### src/design/gmgc_pkg.sv
// shared constants, gesture codes and the decision tree of the gesture classifier
`timescale 1ns / 1ps

package gmgc_pkg;

  localparam int SAMPLE_BITS     = 16;
  localparam int MAX_SAMPLES_DEF = 4096;
  localparam int NUM_AXES        = 3;
  localparam int QUEUE_DEPTH     = 2;
  localparam int GESTURE_W       = 2;
  localparam int SAMPLES_W       = 13;
  localparam int OUT_DATA_W      = 16;
  localparam int FLAGS_W         = 2;

  localparam logic signed [SAMPLE_BITS-1:0] TH_Z_UP    = SAMPLE_BITS'(-8510);
  localparam logic signed [SAMPLE_BITS-1:0] TH_Y_SPLIT = SAMPLE_BITS'(-10814);
  localparam logic signed [SAMPLE_BITS-1:0] TH_X_LOWY  = SAMPLE_BITS'(-236);
  localparam logic signed [SAMPLE_BITS-1:0] TH_X_HIGHY = SAMPLE_BITS'(-226);
  localparam logic signed [SAMPLE_BITS-1:0] TH_Y_RIGHT = SAMPLE_BITS'(-6421);

  typedef enum logic [GESTURE_W-1:0] {
    GEST_UP    = 2'd0,
    GEST_LEFT  = 2'd1,
    GEST_RIGHT = 2'd2,
    GEST_DOWN  = 2'd3
  } gesture_e;

  function automatic gesture_e classify(input logic signed [SAMPLE_BITS-1:0] mx,
                                        input logic signed [SAMPLE_BITS-1:0] my,
                                        input logic signed [SAMPLE_BITS-1:0] mz);
    gesture_e g;
    if (mz <= TH_Z_UP) begin
      g = GEST_UP;
    end else if (my <= TH_Y_SPLIT) begin
      g = (mx <= TH_X_LOWY) ? GEST_LEFT : GEST_UP;
    end else if (mx <= TH_X_HIGHY) begin
      g = GEST_LEFT;
    end else begin
      g = (my <= TH_Y_RIGHT) ? GEST_RIGHT : GEST_DOWN;
    end
    return g;
  endfunction

endpackage

### src/design/gmgc_front.sv
// front end: button edge detection, per-axis accumulation and job hand-off on release
`timescale 1ns / 1ps

module gmgc_front #(
  parameter int  MAX_SAMPLES = gmgc_pkg::MAX_SAMPLES_DEF,
  localparam int CNT_W       = $clog2(MAX_SAMPLES + 1),
  localparam int SUM_W       = gmgc_pkg::SAMPLE_BITS + CNT_W,
  localparam int JOB_W       = gmgc_pkg::NUM_AXES * SUM_W + CNT_W
) (
  input  logic                                              clk_i,
  input  logic                                              rst_ni,
  input  logic                                              s_valid_i,
  output logic                                              s_ready_o,
  // button_level, sample_ok
  input  logic [gmgc_pkg::FLAGS_W-1:0]                      s_user_i,
  // accel_x, accel_y, accel_z
  input  logic [gmgc_pkg::NUM_AXES*gmgc_pkg::SAMPLE_BITS-1:0] s_data_i,
  output logic                                              job_valid_o,
  input  logic                                              job_ready_i,
  output logic [JOB_W-1:0]                                  job_data_o
);
  import gmgc_pkg::*;

  logic                    cap_q, last_q;
  logic [CNT_W-1:0]        cnt_q, cnt_d, cnt_base;
  logic signed [SUM_W-1:0] sum_q [NUM_AXES];
  logic signed [SUM_W-1:0] sum_d [NUM_AXES];
  logic                    accept, btn, ok, rise, fall, cap_next, add;

  assign s_ready_o = job_ready_i;
  assign accept    = s_valid_i & job_ready_i;
  assign btn       = s_user_i[0];
  assign ok        = s_user_i[1];
  assign rise      = btn & ~last_q;
  assign fall      = ~btn & last_q & cap_q;
  assign cap_next  = rise | (cap_q & ~fall);
  assign cnt_base  = rise ? '0 : cnt_q;
  assign add       = cap_next & btn & ok & (cnt_base < CNT_W'(MAX_SAMPLES));
  assign cnt_d     = add ? cnt_base + CNT_W'(1) : cnt_base;

  always_comb begin
    for (int a = 0; a < NUM_AXES; a++) begin
      sum_d[a] = (rise ? '0 : sum_q[a]) +
                 (add ? SUM_W'($signed(s_data_i[a*SAMPLE_BITS +: SAMPLE_BITS])) : '0);
    end
  end

  assign job_valid_o = accept & fall & (cnt_q != '0);
  assign job_data_o  = {sum_q[2], sum_q[1], sum_q[0], cnt_q};

  always_ff @(posedge clk_i or negedge rst_ni) begin
    if (!rst_ni) begin
      cap_q  <= 1'b0;
      last_q <= 1'b0;
      cnt_q  <= '0;
    end else if (accept) begin
      cap_q  <= cap_next;
      last_q <= btn;
      cnt_q  <= cnt_d;
    end
  end

  always_ff @(posedge clk_i) begin
    if (accept) begin
      for (int a = 0; a < NUM_AXES; a++) begin
        sum_q[a] <= sum_d[a];
      end
    end
  end

endmodule

### src/design/gmgc_queue.sv
// short job queue between the front end and the divider back end
`timescale 1ns / 1ps

module gmgc_queue #(
  parameter int  WIDTH = 8,
  parameter int  DEPTH = gmgc_pkg::QUEUE_DEPTH,
  localparam int PTR_W = (DEPTH > 1) ? $clog2(DEPTH) : 1,
  localparam int FILL_W = $clog2(DEPTH + 1)
) (
  input  logic             clk_i,
  input  logic             rst_ni,
  input  logic             push_valid_i,
  output logic             push_ready_o,
  input  logic [WIDTH-1:0] push_data_i,
  output logic             pop_valid_o,
  input  logic             pop_ready_i,
  output logic [WIDTH-1:0] pop_data_o
);

  logic [WIDTH-1:0]  entry_q [DEPTH];
  logic [PTR_W-1:0]  wr_q, rd_q;
  logic [FILL_W-1:0] fill_q;
  logic              push, pop;

  assign push_ready_o = fill_q != FILL_W'(DEPTH);
  assign pop_valid_o  = fill_q != '0;
  assign pop_data_o   = entry_q[rd_q];
  assign push         = push_valid_i & push_ready_o;
  assign pop          = pop_valid_o & pop_ready_i;

  always_ff @(posedge clk_i or negedge rst_ni) begin
    if (!rst_ni) begin
      wr_q   <= '0;
      rd_q   <= '0;
      fill_q <= '0;
    end else begin
      if (push) begin
        wr_q <= (wr_q == PTR_W'(DEPTH - 1)) ? '0 : wr_q + PTR_W'(1);
      end
      if (pop) begin
        rd_q <= (rd_q == PTR_W'(DEPTH - 1)) ? '0 : rd_q + PTR_W'(1);
      end
      if (push && !pop) begin
        fill_q <= fill_q + FILL_W'(1);
      end else if (pop && !push) begin
        fill_q <= fill_q - FILL_W'(1);
      end
    end
  end

  always_ff @(posedge clk_i) begin
    if (push) begin
      entry_q[wr_q] <= push_data_i;
    end
  end

endmodule

### src/design/gmgc_back.sv
// back end: shared bit-serial divider for the three means, decision tree, output register
`timescale 1ns / 1ps

module gmgc_back #(
  parameter int  MAX_SAMPLES = gmgc_pkg::MAX_SAMPLES_DEF,
  localparam int CNT_W       = $clog2(MAX_SAMPLES + 1),
  localparam int SUM_W       = gmgc_pkg::SAMPLE_BITS + CNT_W,
  localparam int JOB_W       = gmgc_pkg::NUM_AXES * SUM_W + CNT_W
) (
  input  logic                            clk_i,
  input  logic                            rst_ni,
  input  logic                            job_valid_i,
  output logic                            job_ready_o,
  input  logic [JOB_W-1:0]                job_data_i,
  output logic                            m_valid_o,
  input  logic                            m_ready_i,
  // gesture, samples_used, zero pad
  output logic [gmgc_pkg::OUT_DATA_W-1:0] m_data_o
);
  import gmgc_pkg::*;

  localparam int STEP_W = $clog2(SUM_W);
  localparam int AXIS_W = $clog2(NUM_AXES);

  typedef enum logic [1:0] {S_IDLE, S_LOAD, S_DIV, S_CLS} state_e;

  state_e                  state_q;
  logic [AXIS_W-1:0]       axis_q;
  logic [STEP_W-1:0]       step_q;
  logic                    m_valid_q;
  logic [OUT_DATA_W-1:0]   out_q;

  logic signed [SUM_W-1:0]       sum_q [NUM_AXES];
  logic [CNT_W-1:0]              cnt_q;
  logic [SUM_W-1:0]              dvd_q;
  logic [CNT_W-1:0]              rem_q;
  logic                          neg_q;
  logic signed [SAMPLE_BITS-1:0] mean_q [NUM_AXES];

  logic signed [SUM_W-1:0]       sum_sel;
  logic [SUM_W-1:0]              abs_sel, quo_d, q_signed;
  logic [CNT_W:0]                rem_sh, den, rem_sub;
  logic [CNT_W-1:0]              rem_d;
  logic                          ge, last_step, out_load, take_job;
  logic [CNT_W+SAMPLES_W-1:0]    cnt_ext;
  gesture_e                      gest;

  assign job_ready_o = state_q == S_IDLE;
  assign take_job    = job_valid_i && (state_q == S_IDLE);

  assign sum_sel  = sum_q[axis_q];
  assign abs_sel  = sum_sel[SUM_W-1] ? SUM_W'(-sum_sel) : SUM_W'(sum_sel);
  assign rem_sh   = {rem_q, dvd_q[SUM_W-1]};
  assign den      = {1'b0, cnt_q};
  assign ge       = rem_sh >= den;
  assign rem_sub  = rem_sh - den;
  assign rem_d    = ge ? rem_sub[CNT_W-1:0] : rem_sh[CNT_W-1:0];
  assign quo_d    = {dvd_q[SUM_W-2:0], ge};
  assign q_signed = neg_q ? SUM_W'(-quo_d) : quo_d;

  assign last_step = step_q == STEP_W'(SUM_W - 1);
  assign out_load  = (state_q == S_CLS) && (!m_valid_q || m_ready_i);
  assign cnt_ext   = {{SAMPLES_W{1'b0}}, cnt_q};
  assign gest      = classify(mean_q[0], mean_q[1], mean_q[2]);

  assign m_valid_o = m_valid_q;
  assign m_data_o  = out_q;

  always_ff @(posedge clk_i or negedge rst_ni) begin
    if (!rst_ni) begin
      state_q   <= S_IDLE;
      axis_q    <= '0;
      step_q    <= '0;
      m_valid_q <= 1'b0;
      out_q     <= '0;
    end else begin
      case (state_q)
        S_IDLE: begin
          if (job_valid_i) begin
            axis_q  <= '0;
            state_q <= S_LOAD;
          end
        end
        S_LOAD: begin
          step_q  <= '0;
          state_q <= S_DIV;
        end
        S_DIV: begin
          step_q <= step_q + STEP_W'(1);
          if (last_step) begin
            if (axis_q == AXIS_W'(NUM_AXES - 1)) begin
              state_q <= S_CLS;
            end else begin
              axis_q  <= axis_q + AXIS_W'(1);
              state_q <= S_LOAD;
            end
          end
        end
        S_CLS: begin
          if (out_load) begin
            state_q <= S_IDLE;
          end
        end
        default: state_q <= S_IDLE;
      endcase
      if (out_load) begin
        m_valid_q <= 1'b1;
        out_q     <= {{(OUT_DATA_W - GESTURE_W - SAMPLES_W){1'b0}},
                      cnt_ext[SAMPLES_W-1:0], gest};
      end else if (m_ready_i) begin
        m_valid_q <= 1'b0;
      end
    end
  end

  always_ff @(posedge clk_i) begin
    case (state_q)
      S_IDLE: begin
        if (take_job) begin
          cnt_q <= job_data_i[CNT_W-1:0];
          for (int a = 0; a < NUM_AXES; a++) begin
            sum_q[a] <= job_data_i[CNT_W + a*SUM_W +: SUM_W];
          end
        end
      end
      S_LOAD: begin
        dvd_q <= abs_sel;
        neg_q <= sum_sel[SUM_W-1];
        rem_q <= '0;
      end
      S_DIV: begin
        dvd_q <= quo_d;
        rem_q <= rem_d;
        if (last_step) begin
          mean_q[axis_q] <= q_signed[SAMPLE_BITS-1:0];
        end
      end
      default: begin
      end
    endcase
  end

  a_take_loads: assert property (@(posedge clk_i) disable iff (!rst_ni)
    take_job |=> state_q == S_LOAD)
    else $error("job taken without starting a division");

  a_rem_bound: assert property (@(posedge clk_i) disable iff (!rst_ni)
    state_q == S_DIV |-> rem_q < cnt_q)
    else $error("divider remainder not below the count");

  a_cnt_nonzero: assert property (@(posedge clk_i) disable iff (!rst_ni)
    state_q != S_IDLE |-> cnt_q != '0)
    else $error("division started with a zero count");

  a_out_from_cls: assert property (@(posedge clk_i) disable iff (!rst_ni)
    $rose(m_valid_q) |-> $past(state_q == S_CLS))
    else $error("result shown without finishing classification");

endmodule

### src/design/gated_accel_mean_gesture_classifier.sv
// top level of the gated accelerometer mean gesture classifier
`timescale 1ns / 1ps

// One sensor tick is accepted per cycle whenever the two-entry job queue has room; ticks
// are summed per axis while the button is held. On release a job with the sums and the
// count enters the queue if the count is nonzero, and the back end divides the three axes
// one after the other in a shared restoring divider, one quotient bit per cycle, then runs
// the decision tree and registers the result. The sums are SUM_W bits wide, 16 plus the
// count width, 29 at the default of 4096 samples. With the queue full the front end holds
// tready low until the back end takes the next job.
module gated_accel_mean_gesture_classifier #(
  parameter int MAX_SAMPLES = gmgc_pkg::MAX_SAMPLES_DEF
) (
  input  logic                                                clk_i,
  input  logic                                                rst_ni,
  input  logic                                                s_axis_tvalid_i,
  output logic                                                s_axis_tready_o,
  // accel_x, accel_y, accel_z
  input  logic [gmgc_pkg::NUM_AXES*gmgc_pkg::SAMPLE_BITS-1:0] s_axis_tdata_i,
  // button_level, sample_ok
  input  logic [gmgc_pkg::FLAGS_W-1:0]                        s_axis_tuser_i,
  output logic                                                m_axis_tvalid_o,
  input  logic                                                m_axis_tready_i,
  // gesture, samples_used, zero pad
  output logic [gmgc_pkg::OUT_DATA_W-1:0]                     m_axis_tdata_o
);
  import gmgc_pkg::*;

  localparam int CNT_W = $clog2(MAX_SAMPLES + 1);
  localparam int SUM_W = SAMPLE_BITS + CNT_W;
  localparam int JOB_W = NUM_AXES * SUM_W + CNT_W;

  logic             push_valid, push_ready, pop_valid, pop_ready;
  logic [JOB_W-1:0] push_data, pop_data;

  gmgc_front #(
    .MAX_SAMPLES (MAX_SAMPLES)
  ) u_front (
    .clk_i       (clk_i),
    .rst_ni      (rst_ni),
    .s_valid_i   (s_axis_tvalid_i),
    .s_ready_o   (s_axis_tready_o),
    .s_user_i    (s_axis_tuser_i),
    .s_data_i    (s_axis_tdata_i),
    .job_valid_o (push_valid),
    .job_ready_i (push_ready),
    .job_data_o  (push_data)
  );

  gmgc_queue #(
    .WIDTH (JOB_W),
    .DEPTH (QUEUE_DEPTH)
  ) u_queue (
    .clk_i        (clk_i),
    .rst_ni       (rst_ni),
    .push_valid_i (push_valid),
    .push_ready_o (push_ready),
    .push_data_i  (push_data),
    .pop_valid_o  (pop_valid),
    .pop_ready_i  (pop_ready),
    .pop_data_o   (pop_data)
  );

  gmgc_back #(
    .MAX_SAMPLES (MAX_SAMPLES)
  ) u_back (
    .clk_i       (clk_i),
    .rst_ni      (rst_ni),
    .job_valid_i (pop_valid),
    .job_ready_o (pop_ready),
    .job_data_i  (pop_data),
    .m_valid_o   (m_axis_tvalid_o),
    .m_ready_i   (m_axis_tready_i),
    .m_data_o    (m_axis_tdata_o)
  );

endmodule
### config.mk
export PLATFORM = sky130hd
export DESIGN_NAME = gated_accel_mean_gesture_classifier
export DESIGN_NICKNAME = d
export VERILOG_FILES = /design/src/design/gmgc_pkg.sv /design/src/design/gmgc_front.sv /design/src/design/gmgc_queue.sv /design/src/design/gmgc_back.sv /design/src/design/gated_accel_mean_gesture_classifier.sv
export SDC_FILE = /design/constraint.sdc
export NUM_CORES = 1
export LEC_CHECK = 0
export ABC_AREA = 1
export BUFFER_PORTS_ARGS = -buffer_cell sky130_fd_sc_hd__buf_4
export CORE_MARGIN = 4
export CORE_UTILIZATION = 50
export DETAILED_ROUTE_END_ITERATION = 12
export PLACE_DENSITY = 0.66
export SLEW_MARGIN = 15
export SYNTH_ARGS = -nofsm -noshare
export SYNTH_HDL_FRONTEND = slang
export SYNTH_SLANG_ARGS = --single-unit
### constraint.sdc
create_clock -name clk_i -period 8.13 [get_ports clk_i]
set_input_delay 0.4065 -clock clk_i [delete_from_list [all_inputs] [get_ports clk_i]]
set_output_delay 0.4065 -clock clk_i [all_outputs]
set_load 0.05 [all_outputs]
Yosys cells after proc, flatten, opt, wreduce, memory -nomap -nowiden
Memory sizes are Yosys's and may differ from the RTL's. Cells that the tools add are included.

Memories: 4. Register bits after elaboration: 100. Word-level logic and storage cells: 127. RAM bits: 422. Input port bits: 54.

Memory list: u_queue.entry_q (words 2, width 100, rd ports 1, clocked after memory_dff 0, wr ports 1, RTL line gmgc_queue.sv:20) `logic [WIDTH-1:0] entry_q [DEPTH];`; u_back.sum_q (words 3, width 29, rd ports 1, clocked after memory_dff 0, wr ports 3, RTL line gmgc_back.sv:33) `logic signed [SUM_W-1:0] sum_q [NUM_AXES];`; u_front.sum_q (words 3, width 29, rd ports 3, clocked after memory_dff 0, wr ports 3, RTL line gmgc_front.sv:26) `logic signed [SUM_W-1:0] sum_q [NUM_AXES];`; u_back.mean_q (words 3, width 16, rd ports 3, clocked after memory_dff 0, wr ports 1, RTL line gmgc_back.sv:38) `logic signed [SAMPLE_BITS-1:0] mean_q [NUM_AXES];`.

Bitwise gates (word level): 16. Add/sub/neg operators: 13. Reductions and logical operators: 18. Order comparisons: 7. Muxes and demuxes: 44. Equal/unequal tests: 10.

Operators by type and width (number): two-way mux 29 bit (7); adder 29 bit (3); one-hot mux 29 bit (2 select lines) (1); two-way mux 13 bit (3); less-or-equal comparator 16 x 15 -> 1 bit (second input constant) (2); less-or-equal comparator 16 x 9 -> 1 bit (second input constant) (2); negation 29 bit (1); one-hot mux 13 bit (2 select lines) (1); two-way mux 2 bit (12); less-or-equal comparator 16 x 14 -> 1 bit (second input constant) (1); two-way mux 1 bit (16); two-way mux 16 bit (1); negation 16 bit (1); greater-or-equal comparator 14 x 13 -> 1 bit (1); adder 13 x 1 -> 13 bit (second input constant) (1); less-than comparator 13 bit (second input constant) (1); nonzero test 13 bit (1); subtractor 13 bit (1); AND 1 bit (12); one-hot mux 5 bit (2 select lines) (1); nonzero test 2 bit (5); one-hot mux 2 bit (4 select lines) (1); == test 2 bit (second input constant) (3); inequality test 2 x 1 -> 1 bit (second input constant) (3); other kinds (17) (27).

Depth between registers and ports, before layout
Gate-level depths: netlist of run 1.

Depth after elaboration: 11. Gate-level depth with buffers: 18. Depth with buffers taken out: 18.

Modules after synthesis
From an unflattened synthesis of run 1, not the netlist that was laid out.

Cells, all modules: 3336. Area total of the unflattened synthesis: 28650.0 µm².

By module, submodules not included: gmgc_front (instances 1, cells each 1800, seq. area each 2987.9 µm², area an instance 10849.2 µm²); gmgc_back (instances 1, cells each 985, seq. area each 6361.1 µm², area an instance 10257.3 µm²); gmgc_queue (instances 1, cells each 551, seq. area each 6105.9 µm², area an instance 7543.5 µm²).

Worst setup path before layout of run 1
Ideal clock, no wire load.

Kind: register -> register. Start: reg u_back.state_q[0]. End: reg u_queue.fill_q[1]. Period minus slack after synthesis: 6827 ps. Arrival: 6696 ps. Required time: 7999 ps. Buffers on the path: 0. Cell stages (with the launch flop): 10. Path slack: 1303 ps. Path through: dfrtp_1 > inv_1 > ha_1 > inv_1 > a21oi_1 > inv_1 > ha_1 > a21oi_1 > o21ai_0 > xor2_1.

Word-level cells in the longest chain between the ends: 5. Elaborated cells on any way between the ends: 7.

Ends and longest elaborated chain: from (decl) (RTL line gmgc_back.sv:27) `state_e state_q;`; from (signal assigned) (RTL line gmgc_back.sv:71) `state_q <= S_IDLE;`; from (signal assigned) (RTL line gmgc_back.sv:81) `state_q <= S_LOAD;`; from (signal assigned) (RTL line gmgc_back.sv:86) `state_q <= S_DIV;`; zero test 2 bit * (RTL line gmgc_back.sv:48) `assign job_ready_o = state_q == S_IDLE;`; AND 1 bit * (RTL line gmgc_queue.sv:29) `assign pop = pop_valid_o & pop_ready_i;`; zero test 1 bit (RTL line gmgc_queue.sv:43) `if (push && !pop) begin`; logical AND 1 bit (RTL line gmgc_queue.sv:43); two-way mux 2 bit or nonzero test 2 bit (tied branches); to (signal assigned) (RTL line gmgc_queue.sv:44) `fill_q <= fill_q + FILL_W'(1);`; to (signal assigned) (RTL line gmgc_queue.sv:46) `fill_q <= fill_q - FILL_W'(1);`; to (decl) (RTL line gmgc_queue.sv:22) `logic [FILL_W-1:0] fill_q;`.

Every way passes the cells marked *; elsewhere a longest branch is shown, timed or not. A chain may end at the register's enable or synchronous reset.

==> results.yml, run 1 <==
synthesis:
  yosys_warnings: 0
  synth_cell_type_count: 54
  synth_top_cell_by_area: "sky130_fd_sc_hd__edfxtp_1"
  synth-seq-cells: 522
  yosysSeqAreaShare_pct: 57.6
  synth_top_area_share_pct: 53.5
  most_instantiated_flip_flop_cell_in_the_synthesis_netlist: "sky130_fd_sc_hd__edfxtp_1"
  post_synth.cell_area_avg_um2: 9.56
  synthesis.instances: 2807
  synth.area.top_cells: "sky130_fd_sc_hd__edfxtp_1, sky130_fd_sc_hd__nand2_1, sky130_fd_sc_hd__ha_1"
  async_reset_ff_share_pct: 8.43
  synth_edf_count: 478
  mappedNetlistNets: 2976
  syn-cell-area_um2: 26800
clock_network:
  ctsLongestPathBuffers: 3
  cts_root_buffer: "sky130_fd_sc_hd__clkbuf_16"
  clock_latency_ps: 620
  cts.reportedPaths.clkPinSlew_ps: 60
  clkSinkCount: 522
  cts_max_level: 2
  tritoncts: "yes"
  post-cts-setup-buffer-count: 0
  cts-buffers-inserted: 54
  cts_resized: 0
placement:
  gp_congestion: 0.909
  dpl.hpwl_um: 46700
  io_buffers: 70
sta:
  transition_time_of_the_tightest_slew_check_pin_ps: 1130
  fin_crit_ps: 3860
  fin_skew_ps: 34.0
  setup_violations: 0
  setup_repair_after_global_routing_missed_its_margin: "no"
  final.period_utilization_pct: 47.5
  relSlewSlack_pct: 24.6
  fmaxAchievable_ghz: 0.259
  final.setup.tns_ps: 0
  hold_viol: 0
  final_max_slew_viol_count: 0
drt:
  drt.antenna.violating_nets: 0
  drc: 0
  wl_per_cell_um: 18.0
  drtPass1Iterations: 5
  total_wirelength_um: 65200
  route.vias.total: 19500
  drt_iter0_markers: 1445
  route.detailed.vias_per_inst: 5.40
floorplanning:
  design.die.area_um2: 57500
  design.core.area_um2: 52900
  core.rowCount: 84
  die_y_um: 240
  floorplan.initialDensity_pct: 50.8
  floorplan.die.width_um: 240
  io-pin-count: 72
worst_setup_path:
  worstSetupEndpointType: "flip-flop"
  crit_path_start_kind: "flip-flop"
  criticalPathCategory: "reg2reg"
  cp.arrival_ps: 4200
  required_ps: 8470
  worstPathMaxFanout: 49
global_routing:
  globalRoute.totalOverflow: 0
  globalRouteTotalUtil_pct: 22.7
  antenna_found_initial: 1
  via_count_of_the_first_global_routing_pass: 19100
  grt_start_max_net_pins: 72
  first_pass_grt_wire_length_um: 104000
run_status:
  outcome: "completed"
layout:
  fraction_of_final_layout_cells_with_drive_strength_greater_than_1_pct: 7.51
  final_nets: 3057
  area.growth.synth_to_final_pct: 11.5
  layout.cells.most_common_list: "sky130_fd_sc_hd__nand2_1, sky130_fd_sc_hd__edfxtp_1, sky130_fd_sc_hd__inv_1, sky130_fd_sc_hd__nor2_1, sky130_fd_sc_hd__a21oi_1"
  mostFrequentLayoutCell: "sky130_fd_sc_hd__nand2_1"
power_and_ir_drop:
  power_density_nw_per_um2: 388
  power.leakage_nw: 12.8
  max-vdd-ir-drop_mv: 0.249
  post-layout-total-power_w: 0.0116
run:
  cap_viol_max_count: 0
min_path:
  timing.hold.worst.class: "in2reg"
## cell type report
| cell class | count | area (µm²) |
|---|---|---|
| antenna | 1 | 2.50 |
| clock buffer | 65 | 1460 |
| clock inverter | 31 | 365 |
| fill | 4659 | 22900 |
| inverter | 313 | 1180 |
| multi-input combinational | 1905 | 9930 |
| sequential | 522 | 15500 |
| tap | 688 | 861 |
| timing repair buffer | 92 | 693 |
## metrics by stage
stage               area (µm²)  instances  worst slack (ps)  util [%]  hold slack, ps
floorplan                26800       2807              1300         -             111
global placement         28100       3519              4220      53.2             435
detailed placement       28100       3519              4260      53.2             458
CTS                      29900       3616              4310      56.6            3.80
global route             29900       3617              4050      56.6            55.9
finish                   29900       3617              4270      56.6            38.5
## routing by layer
layer,GRT usage (%),up-vias,wire length (µm)
li1,-,9580,-
met3,2.83,97,3160
met2,37.9,520,31000
met4,6.95,0,1680
met5,0,-,0
met1,31.4,9319,29300
## worst max-delay path: stages, from the launching register on
cell	delay, ps
sky130_fd_sc_hd__dfrtp_1	380
sky130_fd_sc_hd__inv_1	70
sky130_fd_sc_hd__o21ai_0	90
sky130_fd_sc_hd__nand2_2	70
sky130_fd_sc_hd__buf_4	490
sky130_fd_sc_hd__inv_1	350
sky130_fd_sc_hd__nand2_1	180
sky130_fd_sc_hd__inv_1	240
sky130_fd_sc_hd__ha_1	460
sky130_fd_sc_hd__nand2_1	130
sky130_fd_sc_hd__nor2_1	230
sky130_fd_sc_hd__inv_1	90
sky130_fd_sc_hd__nor3_1	310
sky130_fd_sc_hd__nand3_1	200
sky130_fd_sc_hd__nand3_1	190
sky130_fd_sc_hd__xor2_1	90
## worst paths after layout
kind | endpoint | slack [ps] | from | depth (start not counted)
worst max-delay path | u_front.sum_q[0][51]$_DFFE_PP_ | 4270 | u_front.cap_q$_DFFE_PN0P_ | 15
worst min-delay path | u_front.last_q$_DFFE_PN0P_ | 40 | s_axis_tuser_i[0] | 3
worst max register to register | u_front.sum_q[0][51]$_DFFE_PP_ | 4270 | u_front.cap_q$_DFFE_PN0P_ | 15
worst min register to register | u_queue.entry_q[1][59]$_DFFE_PP_ | 470 | u_front.sum_q[0][46]$_DFFE_PP_ | 0
max in group asynchronous | u_queue.rd_q$_DFFE_PN0P_ | 7360 | rst_ni | 2
min in group asynchronous | u_back.m_data_o[4]$_DFFE_PN0P_ | 340 | rst_ni | 2
## flip-flops by register name, indices dropped and copies added, names as in the netlist, 2 cells and up
signal / cells
u_back.sum_q: 87
u_back.dvd_q: 29
u_queue.fill_q: 2
u_back.cnt_q: 13
u_back.axis_q: 2
u_back.m_data_o: 15
u_front.sum_q: 87
u_back.mean_q: 48
u_back.rem_q: 13
u_front.cnt_q: 13
u_back.state_q: 2
u_back.step_q: 5
u_queue.entry_q: 200
## kinds of logic after synthesis
family | Yosys count | share of synthesized area, %
and+or+nand+nor | 1305 | 20.1
DFF | 522 | 57.6
buffers and inverters | 380 | 5.57
AOI/OAI and AO/OA | 366 | 7.46
xor gates and xnor gates | 117 | 3.82
adders and majority gates | 115 | 5.47
other | 1 | 0.0140
muxes | 1 | 0.0419
## cell usage after synthesis, types with 8 or more instances
cell	n
sky130_fd_sc_hd__a21o_1	14
sky130_fd_sc_hd__a21oi_1	148
sky130_fd_sc_hd__a31oi_1	11
sky130_fd_sc_hd__buf_2	13
sky130_fd_sc_hd__clkbuf_1	39
sky130_fd_sc_hd__dfrtp_1	44
sky130_fd_sc_hd__edfxtp_1	478
sky130_fd_sc_hd__ha_1	111
sky130_fd_sc_hd__inv_1	306
sky130_fd_sc_hd__nand2_1	755
sky130_fd_sc_hd__nand2_2	8
sky130_fd_sc_hd__nand3_1	130
sky130_fd_sc_hd__nand4_1	31
sky130_fd_sc_hd__nor2_1	293
sky130_fd_sc_hd__nor3_1	42
sky130_fd_sc_hd__nor4_1	9
sky130_fd_sc_hd__o21ai_0	119
sky130_fd_sc_hd__o21ai_1	36
sky130_fd_sc_hd__or2_1	10
sky130_fd_sc_hd__xnor2_1	28
sky130_fd_sc_hd__xor2_1	89
## timing repair
item,in CTS,in global routing
hold endpoints to repair,44,0
endpoints found under the setup margin,0,0
hold buffers,1,0
## where the power goes
group,total [W],switching (W),internal [W]
sequential,0.00453,0.000400,0.00413
combinational,0.00454,0.00322,0.00132
clock,0.00254,0.00104,0.00150
total,0.0116,0.00466,0.00695
(Power assumes the default switching activity.)
==> run 2, diff against run 1 <==
- ABC_AREA: 1 -> 0
- clock period: 8.13 -> 3.75 ns (I/O delays scaled with it)
==> results.yml, run 2 <==
synthesis:
  mappedNetlistNets: 2103
  yosysSeqAreaShare_pct: 61.0
  post_synth.cell_area_avg_um2: 13.1
  syn-cell-area_um2: 25300
  synth.cells.most_frequent: "sky130_fd_sc_hd__edfxtp_1, sky130_fd_sc_hd__and2_1, sky130_fd_sc_hd__nand2_1"
  synth.area.top_cells: "sky130_fd_sc_hd__edfxtp_1, sky130_fd_sc_hd__ha_1, sky130_fd_sc_hd__mux2_2"
  most_instantiated_flip_flop_cell_in_the_synthesis_netlist: "sky130_fd_sc_hd__edfxtp_1"
  async_reset_ff_share_pct: 8.43
  yosys.cell_count.top_type: "sky130_fd_sc_hd__edfxtp_1"
  synth_top_cell_by_area: "sky130_fd_sc_hd__edfxtp_1"
  synthesis.instances: 1934
  synth_edf_count: 478
  synth_top_area_share_pct: 56.7
  yosys_warnings: 0
  synth_cell_type_count: 86
  synth-seq-cells: 522
sta:
  fmaxAchievable_ghz: 0.277
  final_max_slew_viol_count: 0
  final.period_utilization_pct: 96.3
  relSlewSlack_pct: 36.4
  hold_viol: 0
  fin_crit_ps: 3610
  setup_violations: 0
  post-route-worst-setup-slack_ps: 139
  transition_time_of_the_tightest_slew_check_pin_ps: 955
  fin_skew_ps: 17.2
  fin_worst_hold_slack_ps: 44.0
worst_setup_path:
  worstPathMaxFanout: 16
  required_ps: 4090
  cp.arrival_ps: 3950
  crit_path_start_kind: "flip-flop"
  criticalPathCategory: "reg2reg"
  ff2ff_setup_slack_ps: 140
  worstSetupEndpointType: "flip-flop"
placement:
  dpl.hpwl_um: 35500
  pre_cts_slack_ps: -22.1
  io_buffers: 70
  gp_congestion: 0.851
  placedInstanceArea_um2: 27100
layout:
  registers_with_the_most_flip_flops: "u_queue.entry_q (200), u_back.sum_q (87), u_front.sum_q (87)"
  finalCoreUtilization_pct: 58.3
  antenna_cells: 0
  max_reg_flops: 200
  final_nets: 2248
  mostFrequentLayoutCell: "sky130_fd_sc_hd__edfxtp_1"
  largest_register: "u_queue.entry_q"
  layout.cells.most_common_list: "sky130_fd_sc_hd__edfxtp_1, sky130_fd_sc_hd__and2_1, sky130_fd_sc_hd__buf_4, sky130_fd_sc_hd__nand2_1, sky130_fd_sc_hd__o21ai_0"
  final.fill_count: 4068
  fraction_of_final_layout_cells_with_drive_strength_greater_than_1_pct: 18.9
  area.growth.synth_to_final_pct: 15.4
  final_design_area_no_fill_um2: 29200
floorplanning:
  core.rowCount: 82
  die_y_um: 233
  io-pin-count: 72
  design.die.area_um2: 54300
  design.core.area_um2: 50100
  floorplan.initialDensity_pct: 50.6
  floorplan.die.width_um: 233
clock_network:
  clkSinkCount: 522
  cts_max_level: 2
  ctsLongestPathBuffers: 3
  cts-buffers-inserted: 53
  cts_root_buffer: "sky130_fd_sc_hd__clkbuf_16"
  clock_latency_ps: 590
  cts.reportedPaths.clkPinSlew_ps: 70
  tritoncts: "yes"
global_routing:
  grt_start_max_net_pins: 67
  antenna_found_initial: 1
  groute.layer.met3.usage_pct: 3.09
  globalRouteTotalUtil_pct: 18.7
  gr_util_met2_pct: 31.5
  globalRoute.totalOverflow: 0
  via_count_of_the_first_global_routing_pass: 15100
  grtUsageMet1_pct: 25.6
  first_pass_grt_wire_length_um: 80800
  grt_busiest_layer: "met2"
power_and_ir_drop:
  power.leakage_nw: 11.5
  post-layout-total-power_w: 0.0122
  max-vdd-ir-drop_mv: 0.307
  power_density_nw_per_um2: 419
run:
  cap_viol_max_count: 0
run_status:
  outcome: "completed"
drt:
  drt.antenna.violating_nets: 0
  drtPass1Iterations: 7
  drc: 0
  route.vias.total: 15200
  route.detailed.vias_per_inst: 5.46
  wl_per_cell_um: 18.5
  total_wirelength_um: 51600
  drt_iter0_markers: 1009
min_path:
  timing.hold.worst.class: "in2reg"
==> run 2: cell count changes in the layout (fill, tap and decap cells not counted), moves of 35 or more <==
cell                      delta
sky130_fd_sc_hd__nand2_1   -634
sky130_fd_sc_hd__inv_1     -262
sky130_fd_sc_hd__nor2_1    -196
sky130_fd_sc_hd__and2_1    +140
sky130_fd_sc_hd__mux2_2    +103
sky130_fd_sc_hd__nand3_1   -103
sky130_fd_sc_hd__xnor2_1    +52
sky130_fd_sc_hd__buf_4      +46
sky130_fd_sc_hd__a21oi_1    -40
sky130_fd_sc_hd__xor2_1     -39
sky130_fd_sc_hd__mux2i_1    +35
==> run 2: repair_timing <==
item,4_1_cts,5_1_grt
setup endpoints to repair,4,37
buffers inserted,5,4
resized for setup,4,39
cloned,0,2
endpoints found under the hold margin,49,0
hold buffers,4,0
pin swaps,3,13
==> run 2: cells by family (layout without fill, tap and decap cells) <==
group                    after synthesis  after routing  synth area share, %
flip-flops                           522            522                 61.0
AND/OR/NAND/NOR                      506            506                 10.4
AO/OA/AOI/OAI                        400            400                 9.83
multiplexers                         150            150                 6.59
XOR/XNOR                             130            130                 4.50
adder cells (fa/ha/maj)              115            115                 5.80
buffers and inverters                110            298                 1.83
other                                  1              1               0.0148
==> run 2: area by class of cell <==
type,instances,area [µm²],area share [%]
clock inverter,30,362,1.24
sequential,522,15500,52.9
tap,672,841,2.88
multi-input combinational,1302,9590,32.8
clock buffer,68,1440,4.91
inverter,46,175,0.600
timing repair buffer,154,1350,4.61
==> run 2: routing by layer <==
layer | up-vias | wire, µm
li1 | 7499 | -
met1 | 7376 | 23300
met2 | 293 | 25200
met3 | 74 | 1880
met4 | 0 | 1180
met5 | - | 0
==> run 2: report_power, final <==
group	switching, W	total, W	internal (W)
Clock	0.00217	0.00542	0.00325
Combinational	0.000268	0.000511	0.000242
Sequential	0.00000369	0.00630	0.00629
==> run 2: worst max-delay path, stage by stage (launching register included) <==
cell	delay, ps
sky130_fd_sc_hd__dfrtp_1	390
sky130_fd_sc_hd__inv_1	80
sky130_fd_sc_hd__o21ai_0	80
sky130_fd_sc_hd__and3_4	200
sky130_fd_sc_hd__buf_12	160
sky130_fd_sc_hd__buf_16	160
sky130_fd_sc_hd__and2_1	170
sky130_fd_sc_hd__ha_2	190
sky130_fd_sc_hd__fa_2	380
sky130_fd_sc_hd__a211oi_2	230
sky130_fd_sc_hd__nor2_2	80
sky130_fd_sc_hd__o31ai_2	170
sky130_fd_sc_hd__buf_4	160
sky130_fd_sc_hd__a31oi_1	90
sky130_fd_sc_hd__a21o_1	200
sky130_fd_sc_hd__a21o_1	190
sky130_fd_sc_hd__a21o_1	190
sky130_fd_sc_hd__a21oi_2	160
sky130_fd_sc_hd__xnor2_1	80
==> run 2: worst paths after layout <==
path,cells after the start,from,endpoint
max,18,u_front.cap_q$_DFFE_PN0P_,u_front.sum_q[0][72]$_DFFE_PP_
min,3,s_axis_tdata_i[0],u_front.sum_q[0][0]$_DFFE_PP_
max reg2reg,18,u_front.cap_q$_DFFE_PN0P_,u_front.sum_q[0][72]$_DFFE_PP_
min reg2reg,0,u_front.sum_q[0][20]$_DFFE_PP_,u_queue.entry_q[1][33]$_DFFE_PP_
max in group asynchronous,2,rst_ni,u_queue.rd_q$_DFFE_PN0P_
min in group asynchronous,2,rst_ni,u_back.m_data_o[9]$_DFFE_PN0P_
==> run 2: metrics by stage <==
step	TNS, ps	cells
6_report	0	2794
5_1_grt	-235	2794
4_1_cts	0	2788
3_5_place_dp	-27.9	2681
3_3_place_gp	0	2681
2_1_floorplan	0	1934
==> run 3, diff against run 2 <==
- CORE_ASPECT_RATIO: default -> 0.5
- PLACE_DENSITY: 0.66 -> default
- PLACE_DENSITY_LB_ADDON: default -> 0.05
- RECOVER_POWER: default -> 50
==> results.yml, run 3 (same netlist as run 2, synthesis figures left out) <==
power_and_ir_drop:
  net-switching-power_w: 0.00246
  power.share.sequential_pct: 53.1
  p_comb_share_pct: 4.4
  power_density_nw_per_um2: 409
  power.clock.fraction_pct: 42.5
  max-vdd-ir-drop_mv: 0.315
  post-layout-total-power_w: 0.0118
  switching_part_of_the_total_pct: 20.8
  cell_internal_pwr_w: 0.00939
  power.leakage_nw: 11.4
layout:
  final_nets: 2262
  max_reg_flops: 200
  largest_register: "u_queue.entry_q"
  final_design_area_no_fill_um2: 29000
  finish.cell_count_without_fillers: 2809
  mostFrequentLayoutCell: "sky130_fd_sc_hd__edfxtp_1"
  layout.cells.most_common_list: "sky130_fd_sc_hd__edfxtp_1, sky130_fd_sc_hd__and2_1, sky130_fd_sc_hd__buf_4, sky130_fd_sc_hd__nand2_1, sky130_fd_sc_hd__ha_1"
  fraction_of_final_layout_cells_with_drive_strength_greater_than_1_pct: 18.2
  registers_with_the_most_flip_flops: "u_queue.entry_q (200), u_back.sum_q (87), u_front.sum_q (87)"
  final.fill_count: 4009
  antenna_cells: 0
  area.growth.synth_to_final_pct: 14.5
drt:
  route.vias.total: 15300
  drc: 0
  drtPass1Iterations: 5
  route.detailed.vias_per_inst: 5.46
  drt_iter0_markers: 1047
  total_wirelength_um: 53600
  wl_per_cell_um: 19.1
  drt.antenna.violating_nets: 0
placement:
  placedInstanceArea_um2: 27300
  dpl.cell_count: 2714
  io_buffers: 70
  gp_congestion: 0.827
  dpl.hpwl_um: 36400
global_routing:
  antenna_found_initial: 3
  globalRoute.totalOverflow: 0
  globalRouteTotalUtil_pct: 19.3
  gr_util_met2_pct: 29.4
  via_count_of_the_first_global_routing_pass: 14900
  grtUsageMet1_pct: 30.1
  grt_busiest_layer: "met1"
  first_pass_grt_wire_length_um: 83700
  grt_start_max_net_pins: 102
  groute.layer.met3.usage_pct: 2.69
worst_setup_path:
  max_stage_delay_ps: 390
  crit_path_start_kind: "flip-flop"
  cp.arrival_ps: 3870
  worstSetupEndpointType: "flip-flop"
  crit_path_cell_trace: "o21ai_2 -> and3_4 -> buf_8 -> and2_1 -> ha_1 -> and4_1 -> and2_1 -> a21oi_1 -> o21ai_0 -> buf_4 -> o211ai_1 -> o21ai_1 -> a221o_1 -> a21oi_1 -> xnor2_1"
  worstPathMaxFanout: 15
  criticalPathCategory: "reg2reg"
  ff2ff_setup_slack_ps: 180
  critPathLaunch: "u_front.cnt_q[12]$_DFFE_PN0P_"
  required_ps: 4050
  critical_register_to_register_path_startpoint: "u_front.cnt_q[12]$_DFFE_PN0P_"
  worst_path_max_delay_cell: "sky130_fd_sc_hd__dfrtp_1"
sta:
  transition_time_of_the_tightest_slew_check_pin_ps: 2860
  final_max_slew_viol_count: 147
  final.period_utilization_pct: 95.1
  fin_crit_ps: 3570
  fin_worst_hold_slack_ps: 54.5
  hold_viol: 0
  fmaxAchievable_ghz: 0.280
  fin_skew_ps: 11.6
  setup_violations: 0
  relSlewSlack_pct: -90.5
clock_network:
  clock_latency_ps: 560
  tritoncts: "yes"
  cts_max_level: 2
  ctsLongestPathBuffers: 3
  cts.reportedPaths.clkPinSlew_ps: 60
  cts_root_buffer: "sky130_fd_sc_hd__clkbuf_16"
  clkSinkCount: 522
  cts-buffers-inserted: 48
floorplanning:
  core.rowCount: 57
  die_y_um: 167
  design.core.area_um2: 49300
  design.die.area_um2: 54500
  floorplan.initialDensity_pct: 51.4
  io-pin-count: 72
  floorplan.die.width_um: 326
run:
  cap_viol_max_count: 2
run_status:
  violations_in_the_final_reports: "max-capacitance violations, max-slew violations"
  outcome: "complete, but fails checks"
min_path:
  timing.hold.worst.class: "in2reg"
  worstHoldStart: "s_axis_tdata_i[16]"
-- run 3: worst max-delay path, delay by kind of cell (launching register included) --
kind	cells	cell delay, ps
AO/OA/AOI/OAI	7	1310
AND/OR/NAND/NOR	4	910
flip-flops	1	390
buffers and inverters	2	320
adder cells (fa/ha/maj)	1	270
XOR/XNOR	1	90
-- run 3: cell type report --
| cell class | count | area [µm²] | share of cell area, % |
|---|---|---|---|
| inverter | 46 | 176 | 0.609 |
| tap | 678 | 848 | 2.93 |
| sequential | 522 | 15500 | 53.3 |
| clock inverter | 31 | 334 | 1.15 |
| clock buffer | 57 | 1270 | 4.37 |
| multi-input combinational | 1303 | 9570 | 33.0 |
| timing repair buffer | 172 | 1340 | 4.62 |
-- run 3: metal layers --
| layer | vias to the layer above | wire length, µm |
|---|---|---|
| met1 | 7477 | 27800 |
| met5 | - | 0 |
| met2 | 265 | 22900 |
| met4 | 0 | 793 |
| met3 | 58 | 2040 |
| li1 | 7535 | - |
-- run 3: final timing paths --
kind | cells past startpoint | to
max | 15 | u_front.sum_q[0][83]$_DFFE_PP_
min | 3 | u_front.sum_q[0][29]$_DFFE_PP_
min reg2reg | 0 | u_queue.entry_q[0][59]$_DFFE_PP_
max in group asynchronous | 2 | u_queue.rd_q$_DFFE_PN0P_
min in group asynchronous | 2 | u_front.last_q$_DFFE_PN0P_
max reg2reg | 15 | u_front.sum_q[0][83]$_DFFE_PP_
-- run 3: what timing repair did --
item	in CTS	in global routing
hold buffers	3	0
resized for setup	2	35
setup buffers	0	3
pin swaps	0	13
endpoints found under the hold margin	48	0
setup endpoints to repair	5	30
gates cloned	0	1
-- run 3: power groups by stage --
stage | registers [W] | logic [W] | clock network (W)
2_1_floorplan | 0.00642 | 0.000321 | 0
3_3_place_gp | 0.00642 | 0.000499 | 0
3_5_place_dp | 0.00642 | 0.000498 | 0
4_1_cts | 0.00629 | 0.000504 | 0.00515
5_1_grt | 0.00629 | 0.000576 | 0.00541
6_report | 0.00629 | 0.000517 | 0.00503
-- run 3: through the flow --
| stage | setup TNS (ps) | util [%] | worst slack [ps] |
|---|---|---|---|
| 2_1_floorplan | 0 | - | 15.9 |
| 3_3_place_gp | 0 | 55.3 | 1.26 |
| 3_5_place_dp | -48.5 | 55.3 | -48.5 |
| 4_1_cts | 0 | 58.7 | 0.850 |
| 5_1_grt | -29.6 | 58.8 | -23.7 |
| 6_report | 0 | 58.8 | 184 |
